--- config.mk ---
export PLATFORM = sky130hd
export DESIGN_NAME = mnst_ram
export DESIGN_NICKNAME = d
export VERILOG_FILES = /design/src/rtl/core/mnst_ram.sv
export SDC_FILE = /design/constraint.sdc
export NUM_CORES = 1
export LEC_CHECK = 0
export ABC_AREA = 1
export BUFFER_PORTS_ARGS = -buffer_cell sky130_fd_sc_hd__buf_2
export CORE_ASPECT_RATIO = 1.1
export CORE_MARGIN = 1.5
export CORE_UTILIZATION = 45
export CTS_CLUSTER_DIAMETER = 60
export CTS_CLUSTER_SIZE = 12
export DETAILED_ROUTE_END_ITERATION = 6
export HOLD_SLACK_MARGIN = 0.05
export PLACE_DENSITY = 0.63
export SLEW_MARGIN = 25
export SYNTH_ARGS = -nofsm -noshare
export SYNTH_HDL_FRONTEND = slang
export SYNTH_SLANG_ARGS = --single-unit
--- constraint.sdc ---
create_clock -name clk -period 1.4 [get_ports clk]
set_clock_uncertainty 0.2 [all_clocks]
set_input_delay 0.14 -clock clk [delete_from_list [all_inputs] [get_ports clk]]
set_output_delay 0.14 -clock clk [all_outputs]
set_load 0.01 [all_outputs]
--- src/rtl/core/mnst_ram.sv ---
// generic single-write, single-read synchronous ram with registered read data
// no dependencies
module mnst_ram #(
  parameter int WIDTH = 8,
  parameter int DEPTH = 16
) (
  input  logic                     clk,
  input  logic                     wr_en,
  input  logic [$clog2(DEPTH)-1:0] wr_addr,
  input  logic [WIDTH-1:0]         wr_data,
  input  logic                     rd_en,
  input  logic [$clog2(DEPTH)-1:0] rd_addr,
  output logic [WIDTH-1:0]         rd_data
);

  logic [WIDTH-1:0] mem [DEPTH];

  always_ff @(posedge clk) begin
    if (wr_en) begin
      mem[wr_addr] <= wr_data;
    end
    if (rd_en) begin
      rd_data <= mem[rd_addr];
    end
  end

endmodule

==> results of run 1 <==
==> layer usage <==
layer	GRT usage	vias up	wire (um)
met2	0.334	109	6240
met4	0.0854	0	261
met5	0	-	0
li1	-	1898	-
met1	0.278	1878	5850
met3	0.0390	18	634
==> critical path, stage by stage, from the launching register on <==
cell	delay (ps)
edfxtp_1	360
inv_1	60
nand2_1	50
nand3_1	120
nand3_2	120
nand3_1	120
nand2_1	70
==> layout make-up <==
type,count,share of cell area
sequential,136,0.591
multi-input combinational,289,0.179
timing repair buffer,63,0.0681
clock buffer,18,0.0621
inverter,102,0.0554
tap,157,0.0284
clock inverter,14,0.0159
==> cell usage after synthesis <==
master	count	share of area
nand2_1	173	0.11
edfxtp_1	136	0.70
inv_2	2	0.0013
buf_1	1	0.00064
buf_2	13	0.011
nand3_1	97	0.083
nor2_1	17	0.011
buf_6	6	0.012
inv_1	100	0.064
nand3b_1	2	0.0026
buf_4	4	0.0051
==> cell families (layout without fill, tap and decap cells) <==
group | Yosys count | after routing
DFF | 136 | 136
and+or+nand+nor | 289 | 289
buffers and inverters | 126 | 197
==> worst max-delay path by stage <==
stage	startpoint	slack, ps	cells past startpoint	end
after detailed placement	rd_addr[0]	-230	9	rd_data[0]$_DFFE_PP_
after global placement	rd_addr[0]	-210	9	rd_data[0]$_DFFE_PP_
after floorplan	wr_addr[3]	110	2	mem[4][0]$_DFFE_PP_
after global routing	mem[11][2]$_DFFE_PP_	-30	6	rd_data[2]$_DFFE_PP_
after CTS	mem[9][2]$_DFFE_PP_	40	6	rd_data[2]$_DFFE_PP_
final	mem[9][2]$_DFFE_PP_	40	6	rd_data[2]$_DFFE_PP_
==> report_power, final <==
| part | leakage, nW | internal [mW] | switching [mW] |
|---|---|---|---|
| registers | 1.24 | 4.59 | 0.0255 |
| clock network | 0.256 | 2.41 | 1.63 |
| logic | 1.50 | 0.198 | 0.401 |
==> cell usage in the layout, fill, tap and decap left out <==
| cell type | count |
|---|---|
| clkinv_2 | 5 |
| inv_2 | 2 |
| nand3_2 | 5 |
| nand3_1 | 92 |
| bufinv_16 | 1 |
| nand2_1 | 173 |
| nor2_1 | 17 |
| buf_4 | 24 |
| buf_12 | 3 |
| clkbuf_1 | 1 |
| clkinv_4 | 2 |
| buf_2 | 26 |
| inv_1 | 100 |
| clkinvlp_4 | 4 |
| dlygate4sd3_1 | 10 |
| clkbuf_16 | 17 |
| nand3b_1 | 2 |
| clkinv_1 | 2 |
| edfxtp_1 | 136 |
==> registers in the layout, indices dropped and copies added (netlist names) <==
| register | flops |
|---|---|
| mem | 128 |
| rd_data | 8 |
==> repair_timing <==
| item | CTS | global route |
|---|---|---|
| hold buffers | 10 | 0 |
| gates resized for setup | 0 | 5 |
| endpoints found under the setup margin | 0 | 5 |
| endpoints found under the hold margin | 139 | 0 |
==> through the flow <==
stage | hold WS [ps] | util | setup TNS [ps] | cell area [um2]
floorplan | 38.9 | - | 0 | 5850
global placement | 324 | 0.494 | -1220 | 6250
detailed placement | 333 | 0.494 | -1300 | 6250
CTS | 131 | 0.545 | 0 | 6890
global route | 164 | 0.547 | -37.5 | 6910
finish | 142 | 0.547 | 0 | 6910
==> metrics.txt, run 1 <==
outcome=complete, no violations; Setup Viol. Count Final=0; Rel. slew slack=0.602; Hold EP=rd_data[4]$_DFFE_PP_; Synth Area in Compound Gates=0; starting DRC count in detailed routing=333; post-synthesis sequential area ratio=0.698; Crit. End Element=register; Die Y=123 um; combinational family with the most area after synthesis=simple AND/OR/NAND/NOR gates; Leakage=2.99 nW; flops & latches, synth=136; reg-to-reg critical path endpoint=rd_data[2]$_DFFE_PP_; startpoint types=register; final setup margin=44.8 ps; Hold Path Class=in -> reg; post-synth cell types=11; placed cell count=737; total power=9.25 mW; Simple-Gate Fraction of Synth Area=0.208; final wirelength=13,000 um; DRT antenna net count=0; fin. max-slew vios=0; Setup Buffers After CTS=0; gr ovfl total=0; Longest Clk Path Bufs=2; Final nets=628; Global Route Usage Sum=0.207; Die Area=0.0137 mm2; Area Overhead vs Synth=18.2%; final hold viol count=0; crit path kind=reg -> reg; I/O Pins=27; Worst Hold Launch=rd_addr[2]; Finished Layout Cells=779; Avg Cell Area, Syn=10.6 um2; filler instances=1,061; via/cell ratio=5.01; DRC=0; first-pass GRT wire length=20,900 um; largest net degree at the start of global routing=65; Peak Freq=0.738 GHz; Power Density=1340 mW/mm2; post-layout minimum cycle time=1360 ps; critical path peak fanout=1; Clock Root Buffer=clkbuf_16; Die Span X=112 um; CTS tree=done; hpwl dp=8110 um; Adder-Cell Fraction of Synth Area=0; WL per Instance=16.7 um; antenna violations before repair=0; ANT cells=0; peak supply drop=0.779 mV; via count=3,903; Worst R2R Path Depth=6; vias in the first global route=3,954; final worst path period share=0.968; syn_nets=570; Worst R2R Setup Slack=40 ps; core area=0.0126 mm2; worst hold path depth=6; GPL Wtd Cong=0.826; Least-Margin Pin Slew=596 ps; YS warnings=0; area of the multi-input gates=0.00124 mm2; Worst Path Required=1360 ps; FF-to-FF Start=mem[9][2]$_DFFE_PP_; Clock Sinks=136; Initial Utilization=0.462; Worst-Skew Late Latency=420 ps; Post-Synth XOR/XNOR Area=0; CTS Buf Count=17; worst slack, placed=-227 ps; PortBufs=26; worst endpoint data arrival time=1320 ps; share of cells above drive strength 1=0.143; DR pass1 iterations=5; row count=43; clock transition at the registers of the reported paths=60 ps; Post-Syn Area=0.00585 mm2; number of max-cap violations=0; mux cell area share after synthesis=0; register area=0.00408 mm2; number of H-tree levels=4; Cells after Synth=551
Note: power is estimated with default switching activity, not from simulation.
==> run 2, diff against run 1 <==
MAX_ROUTING_LAYER = met4   (was default)
==> metrics.txt, run 2 (synthesized netlist as in run 1, its figures left out) <==
share of cells above drive strength 1=0.143 (unchanged); DRT antenna net count=0 (unchanged); antenna violations before repair=0 (unchanged); filler instances=1,061 (unchanged); outcome=complete, no violations; first-pass GRT wire length=20,900 um (-0.16%); Worst Hold Launch=rd_addr[2]; Layout Utilization=0.547 (unchanged); post-layout minimum cycle time=1340 ps (-13.3 ps); clock transition at the registers of the reported paths=60 ps (about the same); Initial Utilization=0.462 (unchanged); Top reg by flops=mem; Worst R2R Path Depth=6 (unchanged); CTS Buf Count=17 (unchanged); Die Area=0.0137 mm2 (unchanged); via count=3,941 (+0.97%); placed cell count=737 (unchanged); GR peak layer=met2; GRT met1 Usage=0.277 (-0.000995); core area=0.0126 mm2 (unchanged); Leakage=2.99 nW (unchanged); starting DRC count in detailed routing=336 (+0.90%); final hold viol count=0 (unchanged); Hold Path Class=in -> reg; Post-DP Area=0.00625 mm2 (unchanged); Final Cell Area=0.00691 mm2 (unchanged); Crit. End Element=register; Least-Margin Pin Slew=594 ps (-2.39 ps); PortBufs=26 (unchanged); Setup Buffers After CTS=0 (unchanged); Clock Sinks=136 (unchanged); final setup margin=58.0 ps (+13.3 ps); Bufs and invs on worst path=1 (unchanged); Clock Root Buffer=clkbuf_16; FF-to-FF Start=mem[9][7]$_DFFE_PP_; number of max-cap violations=0 (unchanged); Slowest-stage cell, CP=edfxtp_1; CP delay by family, top=simple AND/OR/NAND/NOR gates; Peak Freq=0.745 GHz (+0.99%); Longest Clk Path Bufs=2 (unchanged); worst hold path depth=6 (unchanged); top flop regs=mem (128), rd_data (8); crit path kind=reg -> reg; Worst R2R Setup Slack=60 ps (about the same); gr ovfl total=0 (unchanged); WHS=139 ps (-3.30 ps); Rel. slew slack=0.604 (+0.00159); Die Span X=112 um (unchanged); I/O Pins=27 (unchanged); DR pass1 iterations=5 (unchanged); largest net degree at the start of global routing=65 (unchanged); WL per Instance=16.6 um (-0.33%); final worst path period share=0.959 (-0.00947); CTS tree=done; most common cell after layout, fill and taps aside=nand2_1; Worst-Skew Late Latency=420 ps (about the same); worst setup path start=mem[9][7]$_DFFE_PP_; via/cell ratio=5.06 (+0.97%); critical path peak fanout=1 (unchanged); most frequent CP cell=nand3_1; hpwl dp=8110 um (unchanged); met3 GRT Util=0.0385 (-0.000494); Power Density=1340 mW/mm2 (about the same); Setup Viol. Count Final=0 (unchanged); Worst Path Required=1370 ps (about the same); grt met2 use=0.335 (+0.000762); peak supply drop=0.777 mV (-0.26%); critical path depth=6 (unchanged); Largest register FFs=128 (unchanged); TNS Setup=0 ps (unchanged); worst-path cell chain=inv_1, nand2_1, nand3_1, nand3_1, nand3_1, nand2_1; number of H-tree levels=4 (unchanged); final wirelength=13,000 um (-0.33%); row count=43 (unchanged); startpoint types=register; Crit path largest cell delay=360 ps (about the same); Finished Layout Cells=779 (unchanged); most frequent cells in the layout=nand2_1 (173), edfxtp_1 (136), inv_1 (100); Global Route Usage Sum=0.212 (+0.00569); worst endpoint data arrival time=1310 ps (about the same); total power=9.25 mW (about the same); Area Overhead vs Synth=18.2% (unchanged); worst slack, placed=-227 ps (unchanged); Final nets=628 (unchanged); Die Y=123 um (unchanged); DRC=0 (unchanged); GPL Wtd Cong=0.839 (+1.5%); vias in the first global route=3,944 (-0.25%); ANT cells=0 (unchanged); fin. max-slew vios=0 (unchanged)
==> run 2: cell counts in the layout (fill, tap and decap cells not counted) <==
Identical to the previous run, type by type.
==> run 2: power by group <==
group          internal [mW]  switching (mW)
clock network           2.41            1.63
logic                  0.198           0.401
registers               4.59          0.0257
==> run 2: what timing repair did <==
item                                   CTS  global route
setup endpoints to repair                0             5
gates resized for setup                  0             5
hold buffers                            10             0
endpoints found under the hold margin  139             0
==> run 2: layer usage <==
metal | wire, um | vias up | part of all wire
met5 | 0 | - | 0
met1 | 5800 | 1885 | 0.45
met2 | 6260 | 139 | 0.48
met3 | 661 | 16 | 0.051
met4 | 228 | 0 | 0.018
li1 | - | 1901 | -
==> run 2: cell type report <==
| class | count | area [um2] | area share |
|---|---|---|---|
| multi-input cells | 289 | 1240 | 0.179 |
| clock buffers | 18 | 429 | 0.0621 |
| repair buffers | 63 | 470 | 0.0681 |
| clock inverters | 14 | 110 | 0.0159 |
| flip-flops and latches | 136 | 4080 | 0.591 |
| well taps | 157 | 196 | 0.0284 |
| inverters | 102 | 383 | 0.0554 |
==> run 2: tightest hold or removal path, stage by stage <==
cell	delay (ps)
buf_2	90
inv_1	60
buf_12	150
nand3_1	80
nand3_1	60
nand2_1	60
==> run 2: final timing paths <==
path,endpoint
max,rd_data[7]$_DFFE_PP_
min reg2reg,rd_data[2]$_DFFE_PP_
max reg2reg,rd_data[7]$_DFFE_PP_
min,rd_data[4]$_DFFE_PP_
==> run 3, diff against run 2 <==
ABC_AREA = 0   (was 1)
CAP_MARGIN = 10   (was default)
CORE_UTILIZATION = 54   (was 45)
PLACE_DENSITY = 0.74   (was 0.63)
==> metrics.txt, run 3 <==
I/O Pins=27 (unchanged); CP endpoint=rd_data[2]$_DFFE_PP_; WL met3=804 um (+22%); Setup Viol. Count Final=8 (+8); Crit. End Element=register; outcome=finished with violations; met2 routed wirelength=4960 um (-21%); GPL Wtd Cong=0.745 (-11%); worst endpoint data arrival time=1720 ps (+410 ps); TNS Setup=-1720 ps (-1720 ps); Top reg by flops=mem; Die Span X=96.8 um (-13%); Post-synth EDFFs=136 (unchanged); Internal=7.28 mW (+1.2%); Peak Freq=0.605 GHz (-19%); Initial Utilization=0.556 (+0.0938); first-pass GRT wire length=15,400 um (-26%); Area Overhead vs Synth=22.0%; ANT cells=0 (unchanged); Avg Cell Area, Syn=22.8 um2 (+120%); starting DRC count in detailed routing=251 (-25%); peak supply drop=0.872 mV (+12%); Crit path largest cell delay=510 ps (+150 ps); core area=0.00940 mm2 (-26%); gr ovfl total=0 (unchanged); Worst R2R Path Depth=3 (-3); Worst Path Required=1460 ps (+90 ps); Gate power share=0.057 (-0.008); CTS tree=done; fin. max-slew vios=0 (unchanged); via/cell ratio=5.94 (+17%); commonest cells in the netlist=edfxtp_1 (136), mux4_2 (18), a22oi_1 (16), mux4_1 (14), nor2_1 (13); post-layout minimum cycle time=1650 ps (+312 ps); Cells after Synth=229 (-58%); Final nets=326 (-48%); Bufs and invs on worst path=0 (-1); Top FF cell, synth=edfxtp_1; top flop regs=mem (128), rd_data (8); Power Density=1420 mW/mm2 (+5.8%); most common cell after layout, fill and taps aside=edfxtp_1; Final Cell Area=0.00638 mm2 (-7.7%); Rel. slew slack=0.510 (-0.0941); final wirelength=9920 um (-23%); Least-Margin Pin Slew=733 ps (+139 ps); Clk network pwr share=0.432 (-0.004); hold buffers post-CTS=11 (+1); final hold viol count=0 (unchanged); number of max-cap violations=0 (unchanged); number of H-tree levels=4 (unchanged); via count=2,572 (-35%); total power=9.03 mW (-2.4%); PortBufs=26 (unchanged); Longest Clk Path Bufs=2 (unchanged); row count=37 (-14%); Yosys top cell area share=0.781 (+0.0828); Slowest-stage cell, CP=mux4_2; wl on met1=3900 um (-33%); RSZ-0062 raised after global routing=yes; largest net degree at the start of global routing=22 (-66%); flops & latches, synth=136 (unchanged); Worst-Skew Late Latency=520 ps (+100 ps); YS warnings=0 (unchanged); crit path kind=reg -> reg; vias in the first global route=2,625 (-33%); count leader, synth=edfxtp_1; Largest register FFs=128 (unchanged); Die Area=0.0103 mm2 (-25%); WL per Instance=22.9 um (+38%); FF-to-FF Start=mem[12][2]$_DFFE_PP_; critical path depth=3 (-3); largest cells by area after synthesis=edfxtp_1 (78%), mux4_2 (7.8%), mux4_1 (7.0%); worst-path cell chain=mux4_2, a22oi_2, nand2_1; reg-to-reg critical path endpoint=rd_data[2]$_DFFE_PP_; DRC=0 (unchanged); critical path peak fanout=1 (unchanged); final setup margin=-254 ps (-312 ps); syn_nets=248 (-56%); hpwl dp=6200 um (-24%); Leakage=2.14 nW (-28%); Setup Buffers After CTS=0 (unchanged); Clock Root Buffer=clkbuf_8; post-synthesis sequential area ratio=0.781 (+0.0828); post-synth cell types=18 (+7); DR pass1 iterations=4 (-1); Post-Syn Area=0.00523 mm2 (-11%); final worst path period share=1.18 (+0.223); largest area contributor in the netlist=edfxtp_1; Sequential Power Share=0.511 (+0.012); Sw Pwr=1.75 mW (-15%); antenna violations before repair=0 (unchanged); Hold Path Class=in -> reg; CP delay by family, top=multiplexers; async set or reset register ratio after synthesis=0 (unchanged); Clock Sinks=136 (unchanged); Global Route Usage Sum=0.221 (+0.00848); Worst R2R Setup Slack=-250 ps (-310 ps); Post-DP Area=0.00572 mm2 (-8.4%); share of cells above drive strength 1=0.399 (+0.256); Top Metal Used=met4; most frequent cells in the layout=edfxtp_1 (136), mux4_2 (32), buf_2 (26); Die Y=106 um (-13%); DRT antenna net count=0 (unchanged); CTS Buf Count=17 (unchanged); sw frac=0.194 (-0.0286); startpoint types=register; failing checks=setup timing; worst setup path start=mem[12][2]$_DFFE_PP_; clock transition at the registers of the reported paths=60 ps (about the same)
[run 3: changes by cell type after synthesis, sizes merged]
cell | before | now
nand2 | 173 | 9
inv | 102 | 0
nand3 | 97 | 1
mux4 | 0 | 32
buf | 24 | 7
a22oi | 0 | 16
nor2 | 17 | 13
nor3 | 0 | 4
clkdlybuf4s25 | 0 | 3
nand2b | 0 | 2
and2 | 0 | 1
and2b | 0 | 1
nor2b | 0 | 1
or3b | 0 | 1
[run 3: stage by stage]
stage | setup slack (ps) | util | hold WS [ps] | cells
CTS | -268 | 0.677 | 12.1 | 433
detailed placement | -567 | 0.609 | 318 | 394
global route | -279 | 0.678 | 32.5 | 433
floorplan | -140 | - | 38.9 | 229
global placement | -548 | 0.609 | 312 | 394
finish | -254 | 0.678 | 36.4 | 433
[run 3: layer usage]
layer,vias to the layer above,global-route usage
met5,-,-
met4,0,0.0952
met3,24,0.0750
met2,114,0.329
met1,1319,0.282
li1,1115,-
[run 3: kinds of logic after synthesis]
| group | after synthesis | synth area share |
|---|---|---|
| flops | 136 | 0.781 |
| compound gates | 16 | 0.0230 |
| simple gates | 35 | 0.0314 |
| mux | 32 | 0.148 |
| buf+inv | 10 | 0.0165 |
[run 3: area by class of cell]
cell class,count,area [um2]
Clock inverter,8,83.8
Multi-Input combinational cell,83,1070
Tap cell,117,146
Fill cell,575,3020
Timing Repair Buffer,69,563
Sequential cell,136,4080
Clock buffer,20,425
[run 3: power by group through the flow]
stage                     logic [mW]  registers (mW)  clock network (mW)
after CTS                      0.517            4.62                3.95
after detailed placement       0.478            4.70                   0
final                          0.515            4.61                3.90
after global routing           0.554            4.62                4.13
after global placement         0.470            4.69                   0
after floorplan                0.257            4.70                   0
[run 3: worst reg2reg max path, stage by stage (launching register included)]
cell and delay, ps:
edfxtp_1 410, mux4_2 510, a22oi_2 190, nand2_1 90
[run 3: worst min path at each step]
stage                     cells past startpoint       start              endpoint  slack [ps]
after global placement                        1       rd_en  rd_data[7]$_DFFE_PP_         310
after CTS                                     4  wr_addr[3]   mem[2][2]$_DFFE_PP_          10
after global routing                          4  wr_addr[2]   mem[3][4]$_DFFE_PP_          30
after detailed placement                      1       rd_en  rd_data[0]$_DFFE_PP_         320
final                                         4  wr_addr[3]   mem[2][2]$_DFFE_PP_          40
after floorplan                               0  wr_data[0]   mem[0][0]$_DFFE_PP_          40
[run 3: repair_timing]
action	in CTS	in global routing
cloned	0	0
hold endpoints to repair	192	32
resized for setup	6	5
pin swaps	2	0
endpoints found under the setup margin	10	60
